**config.mk**
```make
export PLATFORM = sky130hd
export DESIGN_NAME = counting_semaphore_table_unit
export DESIGN_NICKNAME = d
export VERILOG_FILES = /design/src/hw/rtl/cstu_pkg.sv /design/src/hw/rtl/cstu_count_ram.sv /design/src/hw/rtl/cstu_update.sv /design/src/hw/rtl/counting_semaphore_table_unit.sv
export SDC_FILE = /design/constraint.sdc
export NUM_CORES = 1
export LEC_CHECK = 0
export ABC_CLOCK_PERIOD_IN_PS = 4800
export BUFFER_PORTS_ARGS = -buffer_cell sky130_fd_sc_hd__buf_2
export CAP_MARGIN = 20
export CELL_PAD_IN_SITES_DETAIL_PLACEMENT = 0
export CELL_PAD_IN_SITES_GLOBAL_PLACEMENT = 1
export CORE_MARGIN = 2
export CORE_UTILIZATION = 37
export DETAILED_ROUTE_END_ITERATION = 7
export PLACE_DENSITY = 0.68
export SLEW_MARGIN = 20
export SYNTH_ARGS = -nofsm -noshare
export SYNTH_HDL_FRONTEND = slang
export SYNTH_HIERARCHICAL = 1
export SYNTH_SLANG_ARGS = --single-unit
```
**constraint.sdc**
```tcl
create_clock -name clk_i -period 4.8 [get_ports clk_i]
set_clock_uncertainty 0.15 [all_clocks]
set_input_delay 1.2 -clock clk_i [delete_from_list [all_inputs] [get_ports clk_i]]
set_output_delay 1.2 -clock clk_i [all_outputs]
set_load 0.005 [all_outputs]
```
**src/hw/rtl/cstu_pkg.sv**
```systemverilog
// Shared types and constants for the counting semaphore table unit.
// Holds the request and response word layouts, operation and status codes,
// and the sequencer state type. Depends on nothing.
`timescale 1ns / 1ps

package cstu_pkg;

  typedef enum logic [1:0] {
    OP_ALLOC  = 2'd0,
    OP_WAIT   = 2'd1,
    OP_SIGNAL = 2'd2,
    OP_RSVD   = 2'd3
  } op_e;

  typedef enum logic [2:0] {
    STAT_OK          = 3'd0,
    STAT_FULL        = 3'd1,
    STAT_BAD_ID      = 3'd2,
    STAT_WOULD_BLOCK = 3'd3,
    STAT_SATURATED   = 3'd4
  } status_e;

  typedef enum logic [1:0] {
    S_IDLE  = 2'd0,
    S_SCAN  = 2'd1,
    S_CHECK = 2'd2,
    S_EXEC  = 2'd3
  } seq_state_e;

  localparam logic signed [15:0] COUNT_MAX = 16'sh7FFF;

  typedef struct packed {
    op_e                opcode;
    logic [7:0]         slot_id;
    logic signed [15:0] initial_count;
  } req_t;

  typedef struct packed {
    status_e            status;
    logic [3:0]         granted_slot;
    logic signed [15:0] count_after;
  } rsp_t;

  // Result of the shared count update unit.
  typedef struct packed {
    status_e            status;
    logic               wr_en;
    logic signed [15:0] count;
  } upd_t;

endpackage

```
**src/hw/rtl/cstu_count_ram.sv**
```systemverilog
// Count storage for the semaphore slots: one write port, one read port with
// registered read data. Depends on nothing; entries hold no reset value.
`timescale 1ns / 1ps

module cstu_count_ram #(
  parameter int Depth = 16,
  parameter int AddrW = 4
) (
  input  logic                    clk_i,
  input  logic                    we_i,
  input  logic [AddrW-1:0]        waddr_i,
  input  logic signed [15:0]      wdata_i,
  input  logic [AddrW-1:0]        raddr_i,
  output logic signed [15:0]      rdata_o
);

  logic signed [15:0] mem_q [Depth];

  always_ff @(posedge clk_i) begin
    if (we_i) begin
      mem_q[waddr_i] <= wdata_i;
    end
  end

  always_ff @(posedge clk_i) begin
    rdata_o <= mem_q[raddr_i];
  end

endmodule

```
**src/hw/rtl/cstu_update.sv**
```systemverilog
// Shared count update unit: decrement for wait, saturating increment for
// signal, with the would-block and saturation decisions. Depends on cstu_pkg.
`timescale 1ns / 1ps

module cstu_update (
  input  cstu_pkg::op_e          op_i,
  input  logic signed [15:0]     count_i,
  output cstu_pkg::upd_t         upd_o
);

  logic signed [15:0] dec;
  logic signed [15:0] inc;
  logic               positive;

  assign dec      = count_i - 16'sd1;
  assign inc      = count_i + 16'sd1;
  assign positive = !count_i[15] && (count_i != 16'sd0);

  always_comb begin
    upd_o.status = cstu_pkg::STAT_BAD_ID;
    upd_o.wr_en  = 1'b0;
    upd_o.count  = 16'sd0;
    case (op_i)
      cstu_pkg::OP_WAIT: begin
        if (positive) begin
          upd_o.status = cstu_pkg::STAT_OK;
          upd_o.wr_en  = 1'b1;
          upd_o.count  = dec;
        end else begin
          upd_o.status = cstu_pkg::STAT_WOULD_BLOCK;
          upd_o.count  = count_i;
        end
      end
      cstu_pkg::OP_SIGNAL: begin
        if (count_i == cstu_pkg::COUNT_MAX) begin
          upd_o.status = cstu_pkg::STAT_SATURATED;
          upd_o.count  = count_i;
        end else begin
          upd_o.status = cstu_pkg::STAT_OK;
          upd_o.wr_en  = 1'b1;
          upd_o.count  = inc;
        end
      end
      default: begin
        upd_o.status = cstu_pkg::STAT_BAD_ID;
        upd_o.wr_en  = 1'b0;
        upd_o.count  = 16'sd0;
      end
    endcase
  end

endmodule

```
**src/hw/rtl/counting_semaphore_table_unit.sv**
```systemverilog
// Top level of the counting semaphore table unit: sequencer, allocated flags,
// output register. Depends on cstu_pkg, cstu_count_ram and cstu_update.
`timescale 1ns / 1ps

// A table of SEM_COUNT semaphores, each an allocated flag and a signed 16-bit
// count. Each request word gives exactly one response word. Allocate takes
// the lowest free slot; wait decrements a positive count or answers would
// block; signal increments and saturates at 32767. The unit handles one
// request at a time and holds in_stall_o high while busy. Wait and signal
// pass through accept, flag check, and count read and update; a bad id
// ends after the flag check. Allocate scans the allocated flags one slot
// per cycle from slot 0 until a free slot or the last slot, where it waits
// for the output register. A new request is accepted while the previous
// response still waits in the output register. Slots are never freed.
module counting_semaphore_table_unit #(
  parameter int SEM_COUNT = 16
) (
  input  logic            clk_i,
  input  logic            rst_ni,
  input  logic            in_valid_i,
  output logic            in_stall_o,
  input  cstu_pkg::req_t  in_word_i,
  output logic            out_valid_o,
  input  logic            out_stall_i,
  output cstu_pkg::rsp_t  out_word_o
);

  localparam int IdxW = (SEM_COUNT > 1) ? $clog2(SEM_COUNT) : 1;
  localparam logic [IdxW-1:0] IdxLast = IdxW'(SEM_COUNT - 1);
  localparam logic [8:0] SlotLimit = 9'(SEM_COUNT);

  cstu_pkg::seq_state_e state_q, state_d;
  cstu_pkg::req_t       req_q;
  logic [IdxW-1:0]      idx_q, idx_d;
  logic [SEM_COUNT-1:0] in_use_q;
  logic                 out_valid_q;
  cstu_pkg::rsp_t       out_word_q;

  logic                 out_free;
  logic [IdxW-1:0]      slot_idx;
  logic                 slot_bad;
  logic                 scan_free;
  logic                 scan_last;
  logic [7:0]           idx_ext;

  logic                 ram_we;
  logic [IdxW-1:0]      ram_waddr;
  logic signed [15:0]   ram_wdata;
  logic signed [15:0]   ram_rdata;
  logic                 set_use;
  logic                 res_load;
  cstu_pkg::rsp_t       res_word;
  cstu_pkg::upd_t       upd;

  assign out_free  = !out_valid_q || !out_stall_i;
  assign slot_idx  = req_q.slot_id[IdxW-1:0];
  assign slot_bad  = (req_q.opcode == cstu_pkg::OP_RSVD) ||
                     ({1'b0, req_q.slot_id} >= SlotLimit) ||
                     !in_use_q[slot_idx];
  assign scan_free = !in_use_q[idx_q];
  assign scan_last = (idx_q == IdxLast);
  assign idx_ext   = 8'(idx_q);

  cstu_count_ram #(
    .Depth (SEM_COUNT),
    .AddrW (IdxW)
  ) u_count_ram (
    .clk_i   (clk_i),
    .we_i    (ram_we),
    .waddr_i (ram_waddr),
    .wdata_i (ram_wdata),
    .raddr_i (slot_idx),
    .rdata_o (ram_rdata)
  );

  cstu_update u_update (
    .op_i    (req_q.opcode),
    .count_i (ram_rdata),
    .upd_o   (upd)
  );

  // Next state.
  always_comb begin
    state_d = state_q;
    case (state_q)
      cstu_pkg::S_IDLE: begin
        if (in_valid_i) begin
          state_d = (in_word_i.opcode == cstu_pkg::OP_ALLOC) ? cstu_pkg::S_SCAN
                                                              : cstu_pkg::S_CHECK;
        end
      end
      cstu_pkg::S_SCAN: begin
        if ((scan_free || scan_last) && out_free) begin
          state_d = cstu_pkg::S_IDLE;
        end
      end
      cstu_pkg::S_CHECK: begin
        if (!slot_bad) begin
          state_d = cstu_pkg::S_EXEC;
        end else if (out_free) begin
          state_d = cstu_pkg::S_IDLE;
        end
      end
      cstu_pkg::S_EXEC: begin
        if (out_free) begin
          state_d = cstu_pkg::S_IDLE;
        end
      end
      default: state_d = cstu_pkg::S_IDLE;
    endcase
  end

  // Datapath control. Nothing commits until the output register can take
  // the response word, so a stalled item leaves the table untouched.
  always_comb begin
    idx_d                 = idx_q;
    ram_we                = 1'b0;
    ram_waddr             = slot_idx;
    ram_wdata             = upd.count;
    set_use               = 1'b0;
    res_load              = 1'b0;
    res_word.status       = cstu_pkg::STAT_BAD_ID;
    res_word.granted_slot = req_q.slot_id[3:0];
    res_word.count_after  = 16'sd0;
    in_stall_o            = 1'b1;
    case (state_q)
      cstu_pkg::S_IDLE: begin
        in_stall_o = 1'b0;
        idx_d      = '0;
      end
      cstu_pkg::S_SCAN: begin
        ram_waddr = idx_q;
        ram_wdata = req_q.initial_count;
        if (scan_free) begin
          res_word.status       = cstu_pkg::STAT_OK;
          res_word.granted_slot = idx_ext[3:0];
          res_word.count_after  = req_q.initial_count;
          if (out_free) begin
            res_load = 1'b1;
            ram_we   = 1'b1;
            set_use  = 1'b1;
          end
        end else if (scan_last) begin
          res_word.status       = cstu_pkg::STAT_FULL;
          res_word.granted_slot = 4'd0;
          res_load              = out_free;
        end else begin
          idx_d = idx_q + 1'b1;
        end
      end
      cstu_pkg::S_CHECK: begin
        res_load = slot_bad && out_free;
      end
      cstu_pkg::S_EXEC: begin
        res_word.status      = upd.status;
        res_word.count_after = upd.count;
        if (out_free) begin
          res_load = 1'b1;
          ram_we   = upd.wr_en;
        end
      end
      default: begin
        in_stall_o = 1'b1;
      end
    endcase
  end

  always_ff @(posedge clk_i or negedge rst_ni) begin
    if (!rst_ni) begin
      state_q  <= cstu_pkg::S_IDLE;
      idx_q    <= '0;
      in_use_q <= '0;
    end else begin
      state_q <= state_d;
      idx_q   <= idx_d;
      if (set_use) begin
        in_use_q[idx_q] <= 1'b1;
      end
    end
  end

  always_ff @(posedge clk_i) begin
    if (in_valid_i && !in_stall_o) begin
      req_q <= in_word_i;
    end
  end

  always_ff @(posedge clk_i or negedge rst_ni) begin
    if (!rst_ni) begin
      out_valid_q <= 1'b0;
    end else if (res_load) begin
      out_valid_q <= 1'b1;
    end else if (!out_stall_i) begin
      out_valid_q <= 1'b0;
    end
  end

  always_ff @(posedge clk_i) begin
    if (res_load) begin
      out_word_q <= res_word;
    end
  end

  assign out_valid_o = out_valid_q;
  assign out_word_o  = out_word_q;

`ifndef SYNTH
  // Slots are never freed, so the number of allocated slots never drops.
  a_alloc_monotonic: assert property (@(posedge clk_i) disable iff (!rst_ni)
    $countones(in_use_q) >= $past($countones(in_use_q)))
    else $error("allocated slot count decreased");

  // The count store is only written together with a response word.
  a_write_with_result: assert property (@(posedge clk_i) disable iff (!rst_ni)
    ram_we |-> res_load)
    else $error("count written without a response");

  // Table full is reported only when every slot is taken.
  a_full_means_full: assert property (@(posedge clk_i) disable iff (!rst_ni)
    (res_load && res_word.status == cstu_pkg::STAT_FULL) |-> (&in_use_q))
    else $error("table full reported with a free slot");

  // A response is never loaded over one that is still stalled.
  a_no_overwrite: assert property (@(posedge clk_i) disable iff (!rst_ni)
    (out_valid_q && out_stall_i) |-> !res_load)
    else $error("stalled response word overwritten");
`endif

endmodule

```
# After elaboration in Yosys (flattened, before gate mapping)
# Memories as Yosys holds them, arrays and structs flattened. A register that Yosys moved wholly into a read port is not among the register bits.
# Index checks and enable logic that the tools add are counted.
dict set report word_totals {
  output_inout_bits 25
  input_bits 30
  elab_cells 95
  rom_bits 0
  n_memories 1
  latch_bits 0
  register_bits 72
  ramBits 256
}
# memory depth word_bits rd rd_clocked_by_memory_dff wr line
set mem_list {}
lappend mem_list {u_count_ram.mem_q 16 16 1 1 1 cstu_count_ram.sv:17} ;# logic signed [15:0] mem_q [Depth];
dict set report op_classes {
  div 0
  n_shift 0
  reduce_logical 20
  n_bitwise 1
  add_sub_neg 3
  mul 0
  eq_ne 13
  n_mux 43
  order_cmp 4
}
# cell count
set ops {}
lappend ops {{$mux W16} 4}
lappend ops {{$pmux W20 S2} 1}
lappend ops {{$pmux W16 S2} 1}
lappend ops {{$add A16 B2 Y16 const B} 1}
lappend ops {{$eq A16 B16 Y1 const B} 1}
lappend ops {{$mux W1} 16}
lappend ops {{$mux W4} 4}
lappend ops {{$or A16 B16 Y16} 1}
lappend ops {{$reduce_bool A16 Y1} 1}
lappend ops {{$sub A16 B2 Y16 const B} 1}
lappend ops {{$mux W2} 6}
lappend ops {{$mux W6} 2}
lappend ops {{$lt A4 B5 Y1 const B} 2}
lappend ops {{$bmux W1 S4} 2}
lappend ops {{$eq A2 B2 Y1 const B} 4}
lappend ops {{$ge A8 B5 Y1 const B} 1}
lappend ops {{$ne A2 B2 Y1 const B} 4}
lappend ops {{$pmux W2 S4} 1}
lappend ops {{$pmux W4 S2} 1}
lappend ops {{$pmux W3 S2} 1}
lappend ops {{$logic_and A1 B1 Y1} 5}
lappend ops {{$logic_not A1 Y1} 5}
lappend ops {{$add A4 B1 Y4 const B} 1}
lappend ops {{$demux W1 S4} 1}
lappend ops {{12 further kinds} 17}

# Logic depth before layout (Yosys ltp)
dict set report depth {
  depth_word 8
  mapped_depth 10
  depth_no_buf 10
}

# Cells and area by module
# The synthesis kept the hierarchy.
# mod seq_area_each_um2 area_per_inst_um2 cells_each instances
set modules_own_cells {}
lappend modules_own_cells {cstu_count_ram 8007.7 10042.1 432 1}
lappend modules_own_cells {counting_semaphore_table_unit 2047.0 3508.4 300 1}
lappend modules_own_cells {cstu_update 0.0 1038.5 165 1}

# Least setup slack after synthesis
# OpenSTA, ideal clock, no wires.
dict set report synth_timing {
  path_kind {register to register}
  from {reg u_count_ram.rdata_o[0] (read register of u_count_ram.mem_q)}
  to {mem u_count_ram.mem_q[0][0], enable pin}
  setup_time_ps 409
  path_buffers 0
  path_slack_ps 913
  arrival_ps 3328
  required_time_ps 4241
  synth_period_minus_slack_ps 3887
  path_stages_with_launch 11
  path_cell_list {dfxtp_1 inv_1 ha_1 nor4b_1 nand4_1 nor2b_1 nand2_1 nand2_1 o2111a_1 or3b_2 nor3_1}
}
# item line
set synth_lines {}
lappend synth_lines {{start, declared} cstu_count_ram.sv:14} ;# output logic signed [15:0] rdata_o
lappend synth_lines {{end, declared} cstu_count_ram.sv:17}

==> results.json <==
{
  "status": "completed",
  "cts_resized": 0,
  "critical_path_arrival_ns": 3.65,
  "layout_common_cells": "edfxtp_1 (305), nand2_1 (105), mux4_2 (62)",
  "post-dp-hpwl_um": 21500,
  "finalSetupTns_ns": 0,
  "final_common_cell": "edfxtp_1",
  "drtIter0Drc": 528,
  "maxCapViolCount": 0,
  "row_count": 72,
  "cts_setup_buffers": 0,
  "dr.pass1.iters": 5,
  "numCtsBuffers": 38,
  "cts_root_buf": "clkbuf_16",
  "cts_tree": "built",
  "synth_edf_count": 305,
  "synthCells": 897,
  "syn_avg_cell_area_um2": 16.3,
  "slew_headroom_pct": 36.6,
  "drc_errors": 0,
  "drtAntennaViolNets": 0,
  "clockBufferDepth": 3,
  "synthToLayoutAreaGrowth_pct": 14.3,
  "ir_worst_vdd_uv": 268,
  "hold_viol_final": 0,
  "antennaDiodeCount": 0,
  "final-setup-viol-count": 0,
  "power_density_nw_per_um2": 528,
  "viasPerCell": 5.41,
  "async_flop_share_pct": 6.69,
  "ys_ff_latch": 344,
  "synth_nets": 936,
  "postLayoutCellArea_um2": 16700,
  "place.gp.congestion": 0.886,
  "stdcell_count": 1510,
  "start_kind": "flop",
  "yosys.area.top_type_share_pct": 62.8,
  "layout-drive-gt1-share_pct": 23.6,
  "ys_warn_count": 6,
  "dp_cells": 1442,
  "grt.total_usage_pct": 16.5,
  "rsz0062_at_grt": "no",
  "leakage_nw": 5.78,
  "start_util_pct": 37.6,
  "grt_max_degree": 67,
  "via_count": 8164,
  "ios": 55,
  "cts_hold_buf": 0,
  "crit_fanout": 16,
  "nNetsFinal": 1003,
  "path_class": "flop to flop",
  "portBuffers": 54,
  "syn_area_um2": 14600,
  "hp-class": "flop to flop",
  "final_max_slew_viol_count": 0,
  "die_h_um": 203,
  "synth_area_leader_cell": "edfxtp_1",
  "tightest_slew_ns": 0.951,
  "clk_pin_slew_ns": 0.06,
  "critPathCaptureType": "flop",
  "dieArea_um2": 41000,
  "routedWlPerCell_um": 22.0,
  "min_period_over_period_pct": 75.8,
  "grt.overflow.total": 0,
  "antenna_found_initial": 0,
  "clock-sinks": 344,
  "htree_levels": 2,
  "ys_seq_area_share_pct": 68.9,
  "synthDistinctLibCells": 71,
  "drt_wl_total_um": 33300,
  "place_area_um2": 15500,
  "fmaxAchievable_mhz": 275,
  "fin_crit_ns": 3.64,
  "grt_pass1_vias": 8349,
  "grt_pass1_wl_um": 51500,
  "die_w_um": 203,
  "ys_top_cells_by_area": "edfxtp_1 (63%), mux4_2 (9.6%), dfrtp_1 (3.9%)",
  "synth_ff_type": "edfxtp_1",
  "coreArea_um2": 38800,
  "required_ns": 4.82,
  "clock_latency_ns": 0.55
}
==> area by class of cell <==
cell class | instances | area, um2
timing repair buffer | 82 | 480
inverter | 12 | 45.0
sequential | 344 | 10100
tap | 518 | 648
fill | 3443 | 22200
clock buffer | 42 | 966
clock inverter | 26 | 226
multi-input combinational | 486 | 4250
==> path summary, 6_finish.rpt <==
| check | start | end | slack [ns] | depth (start not counted) |
|---|---|---|---|---|
| min in group asynchronous | rst_ni | out_valid_o | 0.48 | 1 |
| setup / recovery | u_count_ram/rdata_o[0] | u_count_ram/mem_q[9][11] | 1.16 | 10 |
| hold / removal | in_use_q[6] | in_use_q[6] | 0.33 | 1 |
| setup reg to reg | u_count_ram/rdata_o[0] | u_count_ram/mem_q[9][11] | 1.16 | 10 |
| hold reg to reg | in_use_q[6] | in_use_q[6] | 0.33 | 1 |
| max in group asynchronous | rst_ni | in_use_q[0] | 3.64 | 1 |
==> critical path, stage by stage, from the launching register on <==
cell and delay [ns]:
dfxtp_1 0.47, inv_1 0.11, ha_1 0.26, nor4b_1 0.15, nand4_1 0.23, nor2b_1 0.35, nand2_1 0.13, nand2_1 0.12
o2111a_1 0.31, nand3b_1 0.23, nor2_2 0.75
==> kinds of logic (layout without fill, tap and decap cells) <==
| group | Yosys count | in the layout | share of synthesized area, % |
|---|---|---|---|
| buffers and inverters | 67 | 162 | 2.32 |
| flip-flops | 344 | 344 | 68.9 |
| AND/OR/NAND/NOR | 253 | 253 | 8.66 |
| multiplexers | 83 | 83 | 12.3 |
| AO/OA/AOI/OAI | 137 | 137 | 6.83 |
| XOR/XNOR | 4 | 4 | 0.240 |
| adder cells (fa/ha/maj) | 9 | 9 | 0.772 |
==> through the flow <==
step	setup WS (ns)	hold slack [ns]	utilization [%]	power (W)
global placement	1.31	0.315	39.9	0.00606
floorplan	0.913	0.289	-	0.00536
CTS	1.19	0.328	42.9	0.00889
finish	1.16	0.327	42.9	0.00880
detailed placement	1.22	0.316	39.9	0.00609
global route	0.880	0.349	42.9	0.00922
==> state kept, by name (all words and copies together), names as in the netlist <==
register / flops
idx_q: 4
in_use_q: 16
out_valid_o: 1
out_word_o: 23
req_q: 26
state_q: 2
u_count_ram/mem_q: 256
u_count_ram/rdata_o: 16
==> cells in the mapped netlist (6+ instances only) <==
cell	n
a21boi_1	16
a21o_1	17
a21oi_1	15
a22oi_1	34
and2_1	6
buf_2	10
buf_4	6
buf_6	7
clkbuf_1	27
dfrtp_1	23
dfxtp_1	16
edfxtp_1	305
ha_1	9
inv_1	11
mux2i_1	8
mux4_1	10
mux4_2	62
nand2_1	105
nand2b_1	6
nand3_1	34
nand4_1	8
nor2_1	31
nor2b_1	10
nor3_1	17
o21ai_0	8
==> where the power goes <==
group / internal [W] / switching [W] / total [W]
logic: 0.000613 / 0.00130 / 0.00192
clock network: 0.00158 / 0.00121 / 0.00279
registers: 0.00387 / 0.000227 / 0.00410
total: 0.00606 / 0.00274 / 0.00880
==> layer usage <==
metal  up-vias  wire, um  track usage [%]
met5         -         0                0
met4         0       730             4.80
met3        49      1680             3.37
met2       201     15700             25.9
met1      4208     15200             23.3
li1       3706         -                -
(Power assumes the default switching activity.)
